### src/rtl/graded_monomial_enumerator_macros.svh
// Assertion helpers included by the top-level RTL.
`ifndef GRADED_MONOMIAL_ENUMERATOR_MACROS_SVH
`define GRADED_MONOMIAL_ENUMERATOR_MACROS_SVH

// Check a property on every rising clock edge outside reset.
`define GME_ASSERT(label, prop, msg) \
  label: assert property (@(posedge clk_i) disable iff (!rst_ni) prop) else $error(msg);

// Check that a request firing now leaves a condition true in the next cycle.
`define GME_ASSERT_NEXT(label, trig, prop, msg) \
  label: assert property (@(posedge clk_i) disable iff (!rst_ni) (trig) |=> (prop)) \
    else $error(msg);

`endif

### src/rtl/gme_pkg.sv
`default_nettype none

package gme_pkg;

  localparam int MAX_VARS_DEF   = 8;
  localparam int MAX_DEGREE_DEF = 15;

  localparam int EXP_W    = 32;
  localparam int DEG_W    = 4;
  localparam int IDX_W    = 19;
  localparam int NIB_W    = 4;
  localparam int NUM_PACK = EXP_W / NIB_W;
  localparam int CFG_IDX_W = 2;
  localparam int CFG_DAT_W = 4;

  localparam logic [CFG_DAT_W-1:0] NUM_VARS_RST   = 4'd8;
  localparam logic [CFG_DAT_W-1:0] MAX_DEGREE_RST = 4'd2;

  typedef enum logic [CFG_IDX_W-1:0] {
    CFG_NUM_VARS   = 2'd0,
    CFG_MAX_DEGREE = 2'd1
  } cfg_idx_e;

  typedef struct packed {
    logic [NIB_W-1:0] top;
    logic [DEG_W-1:0] maxd;
  } cfg_t;

  typedef struct packed {
    logic [DEG_W-1:0] cur_deg;
    logic             fresh;
    logic [IDX_W-1:0] idx;
    logic             fin;
  } state_t;

  typedef struct packed {
    logic [EXP_W-1:0] exponents;
    logic [DEG_W-1:0] total_degree;
    logic [IDX_W-1:0] mono_index;
    logic             last;
    logic             done_res;
  } result_t;

  function automatic int clog2_min1(int n);
    return (n > 1) ? $clog2(n) : 1;
  endfunction

endpackage

`default_nettype wire

### src/rtl/gme_cfg.sv
`default_nettype none

module gme_cfg #(
  parameter int MAX_VARS   = gme_pkg::MAX_VARS_DEF,
  parameter int MAX_DEGREE = gme_pkg::MAX_DEGREE_DEF
) (
  input  wire logic                             clk_i,
  input  wire logic                             rst_ni,
  input  wire logic                             wr_i,
  input  wire logic [gme_pkg::CFG_IDX_W-1:0]    index_i,
  input  wire logic [gme_pkg::CFG_DAT_W-1:0]    data_i,
  output gme_pkg::cfg_t                         cfg_o
);
  import gme_pkg::*;

  logic [CFG_DAT_W-1:0] num_vars_q;
  logic [CFG_DAT_W-1:0] max_degree_q;
  logic [CFG_DAT_W:0]   n_eff;

  always_ff @(posedge clk_i or negedge rst_ni) begin
    if (!rst_ni) begin
      num_vars_q   <= NUM_VARS_RST;
      max_degree_q <= MAX_DEGREE_RST;
    end else if (wr_i) begin
      if (index_i == CFG_NUM_VARS) begin
        num_vars_q <= data_i;
      end
      if (index_i == CFG_MAX_DEGREE) begin
        max_degree_q <= data_i;
      end
    end
  end

  always_comb begin
    if (num_vars_q == '0) begin
      n_eff = (CFG_DAT_W+1)'(1);
    end else if ({1'b0, num_vars_q} > (CFG_DAT_W+1)'(MAX_VARS)) begin
      n_eff = (CFG_DAT_W+1)'(MAX_VARS);
    end else begin
      n_eff = {1'b0, num_vars_q};
    end
    cfg_o.top = NIB_W'(n_eff - (CFG_DAT_W+1)'(1));
    if ({1'b0, max_degree_q} > (CFG_DAT_W+1)'(MAX_DEGREE)) begin
      cfg_o.maxd = DEG_W'(MAX_DEGREE);
    end else begin
      cfg_o.maxd = max_degree_q;
    end
  end

endmodule

`default_nettype wire

### src/rtl/gme_step.sv
`default_nettype none

module gme_step #(
  parameter int MAX_VARS   = gme_pkg::MAX_VARS_DEF,
  parameter int MAX_DEGREE = gme_pkg::MAX_DEGREE_DEF
) (
  input  wire logic                                         restart_i,
  input  wire gme_pkg::cfg_t                                cfg_i,
  input  wire gme_pkg::state_t                              st_i,
  input  wire logic [gme_pkg::clog2_min1(MAX_VARS)-1:0]     pos_i [MAX_DEGREE],
  output gme_pkg::state_t                                   st_o,
  output logic [gme_pkg::clog2_min1(MAX_VARS)-1:0]          pos_o [MAX_DEGREE],
  output gme_pkg::result_t                                  res_o
);
  import gme_pkg::*;

  localparam int PW   = clog2_min1(MAX_VARS);
  localparam int NOUT = (MAX_VARS < NUM_PACK) ? MAX_VARS : NUM_PACK;

  logic             start;
  logic [DEG_W-1:0] cd;
  logic [DEG_W-1:0] cd_m1;
  logic [PW-1:0]    top_p;
  logic [PW-1:0]    clamped [MAX_DEGREE];
  logic [PW-1:0]    adv     [MAX_DEGREE];
  logic [PW-1:0]    last_p;
  logic             found;
  logic [DEG_W-1:0] jidx;
  logic [PW-1:0]    jval;
  logic             all_end;
  logic             is_last;
  logic [NIB_W-1:0] cnt [NOUT];
  logic [EXP_W-1:0] packed_exp;

  assign start = restart_i || ((st_i.idx == '0) && !st_i.fin);
  assign cd    = (st_i.cur_deg == '0) ? DEG_W'(1) : st_i.cur_deg;
  assign cd_m1 = cd - DEG_W'(1);
  assign top_p = PW'(cfg_i.top);

  // clamp, then find the rightmost position below the top variable
  always_comb begin
    last_p = '0;
    found  = 1'b0;
    jidx   = '0;
    jval   = '0;
    for (int k = 0; k < MAX_DEGREE; k++) begin
      if ((DEG_W'(k) < cd) && (NIB_W'(pos_i[k]) > cfg_i.top)) begin
        clamped[k] = top_p;
      end else begin
        clamped[k] = pos_i[k];
      end
      if (DEG_W'(k) == cd_m1) begin
        last_p = clamped[k];
      end
      if ((DEG_W'(k) < cd_m1) && (clamped[k] < top_p)) begin
        found = 1'b1;
        jidx  = DEG_W'(k);
        jval  = clamped[k];
      end
    end
  end

  always_comb begin
    for (int k = 0; k < MAX_DEGREE; k++) begin
      if (st_i.fresh) begin
        adv[k] = (DEG_W'(k) < cd) ? '0 : pos_i[k];
      end else if (last_p == top_p) begin
        if (found && (DEG_W'(k) >= jidx) && (DEG_W'(k) < cd)) begin
          adv[k] = jval + PW'(1);
        end else begin
          adv[k] = clamped[k];
        end
      end else begin
        adv[k] = (DEG_W'(k) == cd_m1) ? last_p + PW'(1) : clamped[k];
      end
    end
  end

  always_comb begin
    all_end    = 1'b1;
    packed_exp = '0;
    for (int k = 0; k < MAX_DEGREE; k++) begin
      if ((DEG_W'(k) < cd) && (adv[k] != top_p)) begin
        all_end = 1'b0;
      end
    end
    for (int v = 0; v < NOUT; v++) begin
      cnt[v] = '0;
      for (int k = 0; k < MAX_DEGREE; k++) begin
        if ((DEG_W'(k) < cd) && (adv[k] == PW'(v))) begin
          cnt[v] = cnt[v] + NIB_W'(1);
        end
      end
      packed_exp[NIB_W*v +: NIB_W] = cnt[v];
    end
  end

  assign is_last = all_end && (cd >= cfg_i.maxd);

  always_comb begin
    st_o  = st_i;
    pos_o = pos_i;
    res_o = '0;
    if (start) begin
      res_o.last  = (cfg_i.maxd == '0);
      st_o.idx    = IDX_W'(1);
      st_o.fin    = (cfg_i.maxd == '0);
      st_o.cur_deg = (cfg_i.maxd == '0) ? '0 : DEG_W'(1);
      st_o.fresh  = 1'b1;
    end else if (st_i.fin) begin
      res_o.done_res = 1'b1;
    end else begin
      res_o.exponents    = packed_exp;
      res_o.total_degree = cd;
      res_o.mono_index   = st_i.idx;
      res_o.last         = is_last;
      pos_o              = adv;
      st_o.idx           = st_i.idx + IDX_W'(1);
      st_o.fin           = is_last;
      st_o.fresh         = all_end && !is_last;
      st_o.cur_deg       = (all_end && !is_last) ? cd + DEG_W'(1) : cd;
    end
  end

endmodule

`default_nettype wire

### src/rtl/graded_monomial_enumerator.sv
// Graded monomial enumerator: each request with restart set returns the constant monomial
// and starts a new run; each request with restart clear returns the next exponent vector
// in degree order, lexicographic within a degree, with its degree and running index, and
// last marks x_n^max_degree. Afterwards advances return done_res with all other fields zero
// until a restart. Throughput is one request per clock cycle unless out_stall_i holds the
// result register: the whole successor step (clamp, priority search over the stored degree
// positions, refill and per-variable counts) is combinational logic between the input
// register and the result register. No clearing pass follows reset.
// Write num_vars and max_degree only while no request is in flight.
`default_nettype none

module graded_monomial_enumerator #(
  parameter int MAX_VARS   = gme_pkg::MAX_VARS_DEF,
  parameter int MAX_DEGREE = gme_pkg::MAX_DEGREE_DEF
) (
  input  wire logic                              clk_i,
  input  wire logic                              rst_ni,
  input  wire logic                              in_valid_i,
  output logic                                   in_stall_o,
  input  wire logic                              in_restart_i,
  output logic                                   out_valid_o,
  input  wire logic                              out_stall_i,
  output logic [gme_pkg::EXP_W-1:0]              out_exponents_o,
  output logic [gme_pkg::DEG_W-1:0]              out_total_degree_o,
  output logic [gme_pkg::IDX_W-1:0]              out_mono_index_o,
  output logic                                   out_last_o,
  output logic                                   out_done_res_o,
  input  wire logic                              cfg_valid_i,
  output logic                                   cfg_ready_o,
  input  wire logic [gme_pkg::CFG_IDX_W-1:0]     cfg_index_i,
  input  wire logic [gme_pkg::CFG_DAT_W-1:0]     cfg_data_i
);
  import gme_pkg::*;

  localparam int PW = clog2_min1(MAX_VARS);

  cfg_t    cfg;
  state_t  st_q, st_d;
  result_t res_d, res_q;
  logic [PW-1:0] pos_q [MAX_DEGREE];
  logic [PW-1:0] pos_d [MAX_DEGREE];
  logic in_valid_q;
  logic restart_q;
  logic out_valid_q;
  logic advance;
  logic fire;

  assign cfg_ready_o = 1'b1;

  gme_cfg #(
    .MAX_VARS  (MAX_VARS),
    .MAX_DEGREE(MAX_DEGREE)
  ) u_cfg (
    .clk_i  (clk_i),
    .rst_ni (rst_ni),
    .wr_i   (cfg_valid_i && cfg_ready_o),
    .index_i(cfg_index_i),
    .data_i (cfg_data_i),
    .cfg_o  (cfg)
  );

  gme_step #(
    .MAX_VARS  (MAX_VARS),
    .MAX_DEGREE(MAX_DEGREE)
  ) u_step (
    .restart_i(restart_q),
    .cfg_i    (cfg),
    .st_i     (st_q),
    .pos_i    (pos_q),
    .st_o     (st_d),
    .pos_o    (pos_d),
    .res_o    (res_d)
  );

  assign advance    = !out_valid_q || !out_stall_i;
  assign fire       = in_valid_q && advance;
  assign in_stall_o = in_valid_q && !advance;

  always_ff @(posedge clk_i or negedge rst_ni) begin
    if (!rst_ni) begin
      in_valid_q <= 1'b0;
      restart_q  <= 1'b0;
    end else if (!in_stall_o) begin
      in_valid_q <= in_valid_i;
      restart_q  <= in_restart_i;
    end
  end

  always_ff @(posedge clk_i or negedge rst_ni) begin
    if (!rst_ni) begin
      st_q <= '{cur_deg: '0, fresh: 1'b1, idx: '0, fin: 1'b0};
      for (int k = 0; k < MAX_DEGREE; k++) begin
        pos_q[k] <= '0;
      end
    end else if (fire) begin
      st_q  <= st_d;
      pos_q <= pos_d;
    end
  end

  always_ff @(posedge clk_i or negedge rst_ni) begin
    if (!rst_ni) begin
      out_valid_q <= 1'b0;
    end else if (advance) begin
      out_valid_q <= in_valid_q;
    end
  end

  always_ff @(posedge clk_i) begin
    if (fire) begin
      res_q <= res_d;
    end
  end

  assign out_valid_o        = out_valid_q;
  assign out_exponents_o    = res_q.exponents;
  assign out_total_degree_o = res_q.total_degree;
  assign out_mono_index_o   = res_q.mono_index;
  assign out_last_o         = res_q.last;
  assign out_done_res_o     = res_q.done_res;

`include "graded_monomial_enumerator_macros.svh"

  `GME_ASSERT(a_done_zero, (out_valid_q && res_q.done_res) |-> ((res_q.exponents == '0) && (res_q.total_degree == '0) && (res_q.mono_index == '0) && !res_q.last), "done result carries nonzero fields")
  `GME_ASSERT_NEXT(a_last_sets_fin, fire && res_d.last, st_q.fin && out_valid_q && res_q.last, "last result did not finish the run")
  `GME_ASSERT_NEXT(a_fin_gives_done, fire && st_q.fin && !restart_q, res_q.done_res && st_q.fin, "advance after finish did not report done")
  `GME_ASSERT_NEXT(a_restart_index, fire && restart_q, (res_q.mono_index == '0) && (st_q.idx == IDX_W'(1)), "restart did not rewind the index")
  `GME_ASSERT(a_stall_cause, in_stall_o |-> (out_valid_q && out_stall_i && in_valid_q), "input stalled while the result path was free")

endmodule

`default_nettype wire

### config.mk
export PLATFORM = sky130hd
export DESIGN_NAME = graded_monomial_enumerator
export DESIGN_NICKNAME = d
export VERILOG_FILES = /design/src/rtl/gme_pkg.sv /design/src/rtl/gme_cfg.sv /design/src/rtl/gme_step.sv /design/src/rtl/graded_monomial_enumerator.sv
export VERILOG_INCLUDE_DIRS = /design/src /design/src/rtl
export SDC_FILE = /design/constraint.sdc
export NUM_CORES = 1
export LEC_CHECK = 0
export ABC_AREA = 1
export BUFFER_PORTS_ARGS = -buffer_cell sky130_fd_sc_hd__buf_2
export CORE_UTILIZATION = 55
export CTS_CLUSTER_DIAMETER = 150
export CTS_CLUSTER_SIZE = 20
export DETAILED_ROUTE_END_ITERATION = 6
export PLACE_DENSITY = 0.72
export REMOVE_ABC_BUFFERS = 1
export SETUP_SLACK_MARGIN = 0.3
export SYNTH_ARGS = -nofsm -noshare
export SYNTH_HDL_FRONTEND = slang
export SYNTH_SLANG_ARGS = --single-unit
### constraint.sdc
create_clock -name clk_i -period 16.9 [get_ports clk_i]
set_input_delay 2.535 -clock clk_i [delete_from_list [all_inputs] [get_ports clk_i]]
set_output_delay 2.535 -clock clk_i [all_outputs]
set_load 0.02 [all_outputs]
==> impl_metrics.py, run 1 <==
metrics = {
    "grt": {
        "grt_pass1_wl_um": 135000,
        "antenna_found_initial": 0,
        "grtUsageTotal_pct": 33.2,
        "grt_pass1_vias": 28100,
        "overflow": 0,
        "grt_max_degree": 63,
    },
    "setup_path": {
        "crit_slowest_cell": "a2111oi_0",
        "cp_num_buf_inv": 14,
        "cpLargestDelayFamily": "simple AND/OR/NAND/NOR gates",
        "worstPathArrival_ps": 14670,
        "cp_max_fo": 39,
        "critPathKind": "reg2reg",
        "critPathLaunchType": "flop",
        "cpMostUsedCell": "nand2_1",
        "crit_required_ps": 17120,
        "critical_path.max_stage_delay_ps": 770,
        "endpoint_kind": "flop",
    },
    "drt": {
        "viasPerCell": 5.46,
        "routedWlPerCell_um": 14.8,
        "routed_wl_um": 82600,
        "drc": 6,
        "first_pass_iters": 7,
        "drtIter0Drc": 2601,
        "ant_nets": 0,
        "vias": 30400,
    },
    "clock_tree": {
        "numCtsBuffers": 17,
        "cts_sinks": 138,
        "cts-root-buf": "clkbuf_16",
        "htree_levels": 4,
        "clk_latency_ps": 480,
        "cts_tree": "done",
        "clock_path_buffers": 2,
        "path_clk_slew_ps": 70,
        "cts.repair.resized": 0,
        "hold_buffers": 0,
        "post_cts.repair.setup_buffers": 0,
    },
    "power_and_ir_drop": {
        "power-per-cell-area_nw_per_um2": 154,
        "switching_share_pct": 63.3,
        "pwr-share-clk_pct": 8.7,
        "p_int_mw": 1.62,
        "seqPwrFrac_pct": 11.1,
        "switchingPower_mw": 2.79,
        "leakagePower_nw": 15.9,
        "power_mw": 4.42,
        "comb_power_share_pct": 80.2,
        "peakVddDrop_v": 0.000149,
    },
    "synthesis": {
        "yosysSeqAreaShare_pct": 13.8,
        "synth.area.top_cells": "nand2_1, nand3_1, inv_1, ha_1, dfrtp_1",
        "yosys_warnings": 0,
        "yosysMostFrequentCell": "nand2_1",
        "synth_area_leader_cell": "nand2_1",
        "synth_top_cell_area_share_pct": 24.2,
        "synth-async-reset-ratio_pct": 58.7,
        "netlist_area_um2": 27100,
        "synthDistinctLibCells": 79,
        "ys_top_cells_by_count": "nand2_1, inv_1, nand3_1, nor2_1, o21ai_0",
        "ys.flop_type": "dfrtp_1",
        "syn_inst": 4849,
        "synth_edf_count": 57,
        "avgSynthCellArea_um2": 5.58,
        "ys_ff_latch": 138,
    },
    "cells_and_area": {
        "fin_nets": 5113,
        "final_util_pct": 59.5,
        "area_delta_synth_final_pct": 5.92,
        "fillerInstances": 5006,
        "layout-drive-gt1-share_pct": 11.4,
    },
    "placement": {
        "routabilityCongestion": 1.02,
        "port_buffers": 70,
        "dp_hpwl_um": 66200,
    },
    "sta": {
        "hold_viol": 0,
        "tightest_slew_ps": 1230,
        "slew-limit-headroom_pct": 17.3,
        "layout_min_cycle_time_ps": 14450,
        "finClkSkew_ps": 16.9,
        "fin_setup_tns_ps": 0,
        "setup_violations": 0,
        "finalCritPeriodShare_pct": 85.5,
        "maxSlewViolCount": 0,
        "rsz0062_at_grt": "false",
        "hold_slack_ps": 499,
        "fmaxAchievable_ghz": 0.0692,
    },
    "floorplanning": {
        "die_w_um": 224,
        "core_area_um2": 48100,
        "num_rows": 80,
        "dieArea_um2": 50100,
        "ioPinCount": 72,
        "initial_core_util_pct": 56.2,
        "dieHeight_um": 224,
    },
    "run_status": {
        "run_status": "finished with violations",
        "violations": "DRC",
    },
    "worst_hold_path": {
        "hp-class": "reg2reg",
    },
    "run": {
        "maxCapViolations": 0,
    },
}
==> cell families (layout without fill, tap and decap cells) <==
| logic type | Yosys count | in the layout | share of synthesized area (%) |
|---|---|---|---|
| and+or+nand+nor | 3128 | 3128 | 52.4 |
| buffers and inverters | 841 | 905 | 12.2 |
| AOI/OAI and AO/OA | 508 | 508 | 11.2 |
| adders and majority gates | 201 | 201 | 9.30 |
| DFF | 138 | 138 | 13.8 |
| xor gates and xnor gates | 31 | 31 | 1.03 |
| other | 1 | 2 | 0.0139 |
| muxes | 1 | 1 | 0.0370 |
==> per-layer routing <==
layer | vias to the layer above | GRT usage [%] | wire (um)
li1 | 15600 | - | -
met4 | 0 | 11.2 | 2440
met2 | 998 | 58.4 | 38800
met1 | 13700 | 41.3 | 35200
met5 | - | 0 | 0
met3 | 165 | 4.59 | 6170
==> cell usage in the layout (no fill, tap or decap), drive strengths merged, types with 2 or more instances in the layout <==
cell type,synthesis,layout
a32oi,4,4
a22oi,2,2
nor2,457,457
clkbuf,28,17
a2111oi,5,5
a211oi,8,8
dfstp,3,3
nand2,1912,1912
o211ai,44,44
clkinvlp,0,2
nand3b,20,20
xnor2,6,6
o221ai,3,3
clkinv,18,22
a31oi,13,13
o21bai,10,10
nor4,12,12
buf,26,86
o31ai,5,5
a21oi,138,138
and3,3,3
and2,12,12
dfrtp,78,78
edfxtp,57,57
o41ai,3,3
inv,769,778
nand3,595,595
o2111ai,2,2
nand4,36,36
nor3,34,34
o21ai,253,253
xor2,25,25
or2,45,45
ha,201,201
o22ai,6,6
o21a,7,7
==> layout make-up <==
type	instances	area [um2]	area share [%]
Antenna cell	1	2.50	0.00873
Clock buffer	17	425	1.48
Clock inverter	15	174	0.607
Inverter	787	2990	10.4
Multi-Input combinational cell	3870	20000	69.9
Sequential cell	138	3740	13.1
Tap cell	656	821	2.86
Timing Repair Buffer	86	473	1.65
==> path summary, 6_finish.rpt <==
path / start / slack, ps / to / depth (start not counted)
max: u_cfg.num_vars_q[3] / 2450 / out_exponents_o[29] / 77
min: st_q[19] / 500 / st_q[19] / 1
max reg2reg: u_cfg.num_vars_q[3] / 2450 / out_exponents_o[29] / 77
min reg2reg: st_q[19] / 500 / st_q[19] / 1
max in group asynchronous: rst_ni / 13900 / st_q[19] / 2
min in group asynchronous: rst_ni / 2030 / pos_q[34] / 1
==> through the flow <==
stage | worst slack, ps | instance area, um2 | cells
floorplan | 5040 | 26700 | 4795
global placement | 3190 | 28100 | 5537
detailed placement | 2780 | 28100 | 5537
CTS | 2690 | 28700 | 5569
global route | 1160 | 28700 | 5569
finish | 2450 | 28700 | 5570
==> sequential cells by signal (all words and copies together) (netlist names), 4 cells and up <==
register / flops
u_cfg.max_degree_q: 4
u_cfg.num_vars_q: 4
out_exponents_o: 32
pos_q: 45
out_total_degree_o: 4
st_q: 25
out_mono_index_o: 19
==> power groups by stage <==
stage,sequential (mW),clock (mW),combinational (mW)
finish,0.490,0.383,3.54
global route,0.497,0.400,3.96
floorplan,0.505,0,2.55
detailed placement,0.493,0,3.45
CTS,0.487,0.388,3.47
global placement,0.492,0,3.41
(Power assumes the default switching activity.)
==> run 2, diff against run 1 <==
Settings changed: CORE_ASPECT_RATIO set to 1.1.
==> run 2 against run 1 <==
  * The run still ends with DRC left
  * Global-route usage is 0.78 points lower
  * Critical path depth is 5 higher
  * Die area hardly changed
  * Maximum frequency is 1.1% higher
  * Power is 1.1% lower
  * Sequential power hardly changed
  * Clock power hardly changed
  * Cell count is 0.27% lower
  * Final area is 0.23% lower
  * Register-to-register slack better by 150 ps
  * Largest cell class unchanged
  * Highest routed layer unchanged
==> impl_metrics.py, run 2 (synthesis results as in run 1) <==
metrics = {
    "run_status": {
        "run_status": "finished with violations",
        "violations": "DRC",
    },
    "run": {
        "maxCapViolations": 0,
    },
    "cells_and_area": {
        "layout_common_cells": "nand2_1, inv_1, nand3_1, nor2_1, o21ai_0",
        "fillerInstances": 5063,
        "largest_reg_flops": 45,
        "fin_nets": 5110,
        "diodes": 0,
        "layout_commonest_cell": "nand2_1",
        "fin_area_um2": 28600,
        "area_delta_synth_final_pct": 5.67,
        "largest-register": "pos_q",
        "final_util_pct": 59.4,
        "layout-drive-gt1-share_pct": 11.3,
    },
    "setup_path": {
        "critPathLaunchType": "flop",
        "critPathKind": "reg2reg",
        "cp_max_fo": 39,
        "endpoint_kind": "flop",
        "worstPathArrival_ps": 14550,
        "cpMostUsedCell": "nand2_1",
        "crit_slowest_cell": "ha_1",
        "critical_path.max_stage_delay_ps": 660,
        "crit_required_ps": 17150,
    },
    "sta": {
        "slew-limit-headroom_pct": 25.2,
        "maxSlewViolCount": 0,
        "rsz0062_at_grt": "false",
        "finClkSkew_ps": 12.4,
        "setup_violations": 0,
        "fmaxAchievable_ghz": 0.0700,
        "fin_setup_tns_ps": 0,
        "layout_min_cycle_time_ps": 14300,
        "hold_viol": 0,
        "finalCritPeriodShare_pct": 84.6,
        "tightest_slew_ps": 1110,
    },
    "clock_tree": {
        "clk_latency_ps": 490,
        "cts_tree": "done",
        "hold_buffers": 0,
        "cts.repair.resized": 0,
        "numCtsBuffers": 17,
        "post_cts.repair.setup_buffers": 0,
        "path_clk_slew_ps": 70,
        "htree_levels": 4,
        "cts_sinks": 138,
        "clock_path_buffers": 2,
        "cts-root-buf": "clkbuf_16",
    },
    "drt": {
        "viasPerCell": 5.44,
        "routedWlPerCell_um": 14.6,
        "routed_wl_um": 81100,
        "drc": 2,
        "drtIter0Drc": 2404,
        "vias": 30200,
        "first_pass_iters": 7,
        "ant_nets": 0,
    },
    "floorplanning": {
        "dieHeight_um": 235,
        "ioPinCount": 72,
        "core_area_um2": 48100,
        "die_w_um": 213,
        "initial_core_util_pct": 56.2,
        "dieArea_um2": 50100,
        "num_rows": 84,
    },
    "grt": {
        "overflow": 0,
        "grt_pass1_vias": 27900,
        "grtUsageTotal_pct": 32.4,
        "antenna_found_initial": 0,
        "grt_pass1_wl_um": 131000,
        "grt_max_degree": 63,
    },
    "power_and_ir_drop": {
        "leakagePower_nw": 15.9,
        "peakVddDrop_v": 0.000167,
        "power_mw": 4.37,
        "power-per-cell-area_nw_per_um2": 153,
    },
    "worst_hold_path": {
        "hp-class": "reg2reg",
    },
    "placement": {
        "routabilityCongestion": 1.04,
        "port_buffers": 70,
        "postPlaceCellArea_um2": 28000,
        "dp_hpwl_um": 65300,
    },
}
run 2: changes by cell type in the layout (fill, tap and decap cells not counted), sizes merged:
cell      previous run  this run
buf                 86        83
clkinv              22        20
clkinvlp             2         1
diode                1         0
inv                778       781
run 2: per-stage QoR:
step	hold slack, ps	std cells	setup slack, ps
after detailed placement	490	5523	2780
final	506	5555	2600
after global routing	525	5555	1430
after CTS	499	5555	2780
after floorplan	446	4795	5040
after global placement	474	5523	3160
run 2: cell type report:
class                           instances  area (um2)  area share (%)
Clock buffer                           17         425            1.49
Clock inverter                         15         146           0.512
Inverter                              787        2990            10.5
Multi-Input combinational cell       3870       20000            70.0
Sequential cell                       138        3740            13.1
Tap cell                              645         807            2.82
Timing Repair Buffer                   83         450            1.58
run 2: path summary, 6_finish.rpt:
path | slack, ps | endpoint | startpoint | cells after the start
setup / recovery | 2600 | out_exponents_o[9] | u_cfg.num_vars_q[3] | 82
max in group asynchronous | 13880 | st_q[19] | rst_ni | 2
min in group asynchronous | 1990 | pos_q[36] | rst_ni | 1
hold reg to reg | 510 | st_q[6] | st_q[6] | 1
hold / removal | 510 | st_q[6] | st_q[6] | 1
setup reg to reg | 2600 | out_exponents_o[9] | u_cfg.num_vars_q[3] | 82
run 2: per-layer routing:
metal,part of all wire (%),wire (um),GRT usage [%]
met4,4.2,3380,15.1
met2,48,38700,57.3
met3,6.5,5280,3.94
met1,42,33700,38.4
met5,0,0,0
run 2: power by group:
| part | leakage, nW | total, mW | internal [mW] | switching (mW) |
|---|---|---|---|---|
| registers | 1.63 | 0.489 | 0.425 | 0.0640 |
| logic | 13.9 | 3.50 | 0.989 | 2.51 |
| clock network | 0.284 | 0.382 | 0.196 | 0.186 |
| total | 15.9 | 4.37 | 1.61 | 2.76 |
run 2: worst max-delay path, delay by kind of cell, from the launching register on:
family	cells	cell delay (ps)
AND/OR/NAND/NOR	48	5700
adder cells (fa/ha/maj)	11	3580
AO/OA/AOI/OAI	10	2430
buffers and inverters	13	1780
flip-flops	1	570
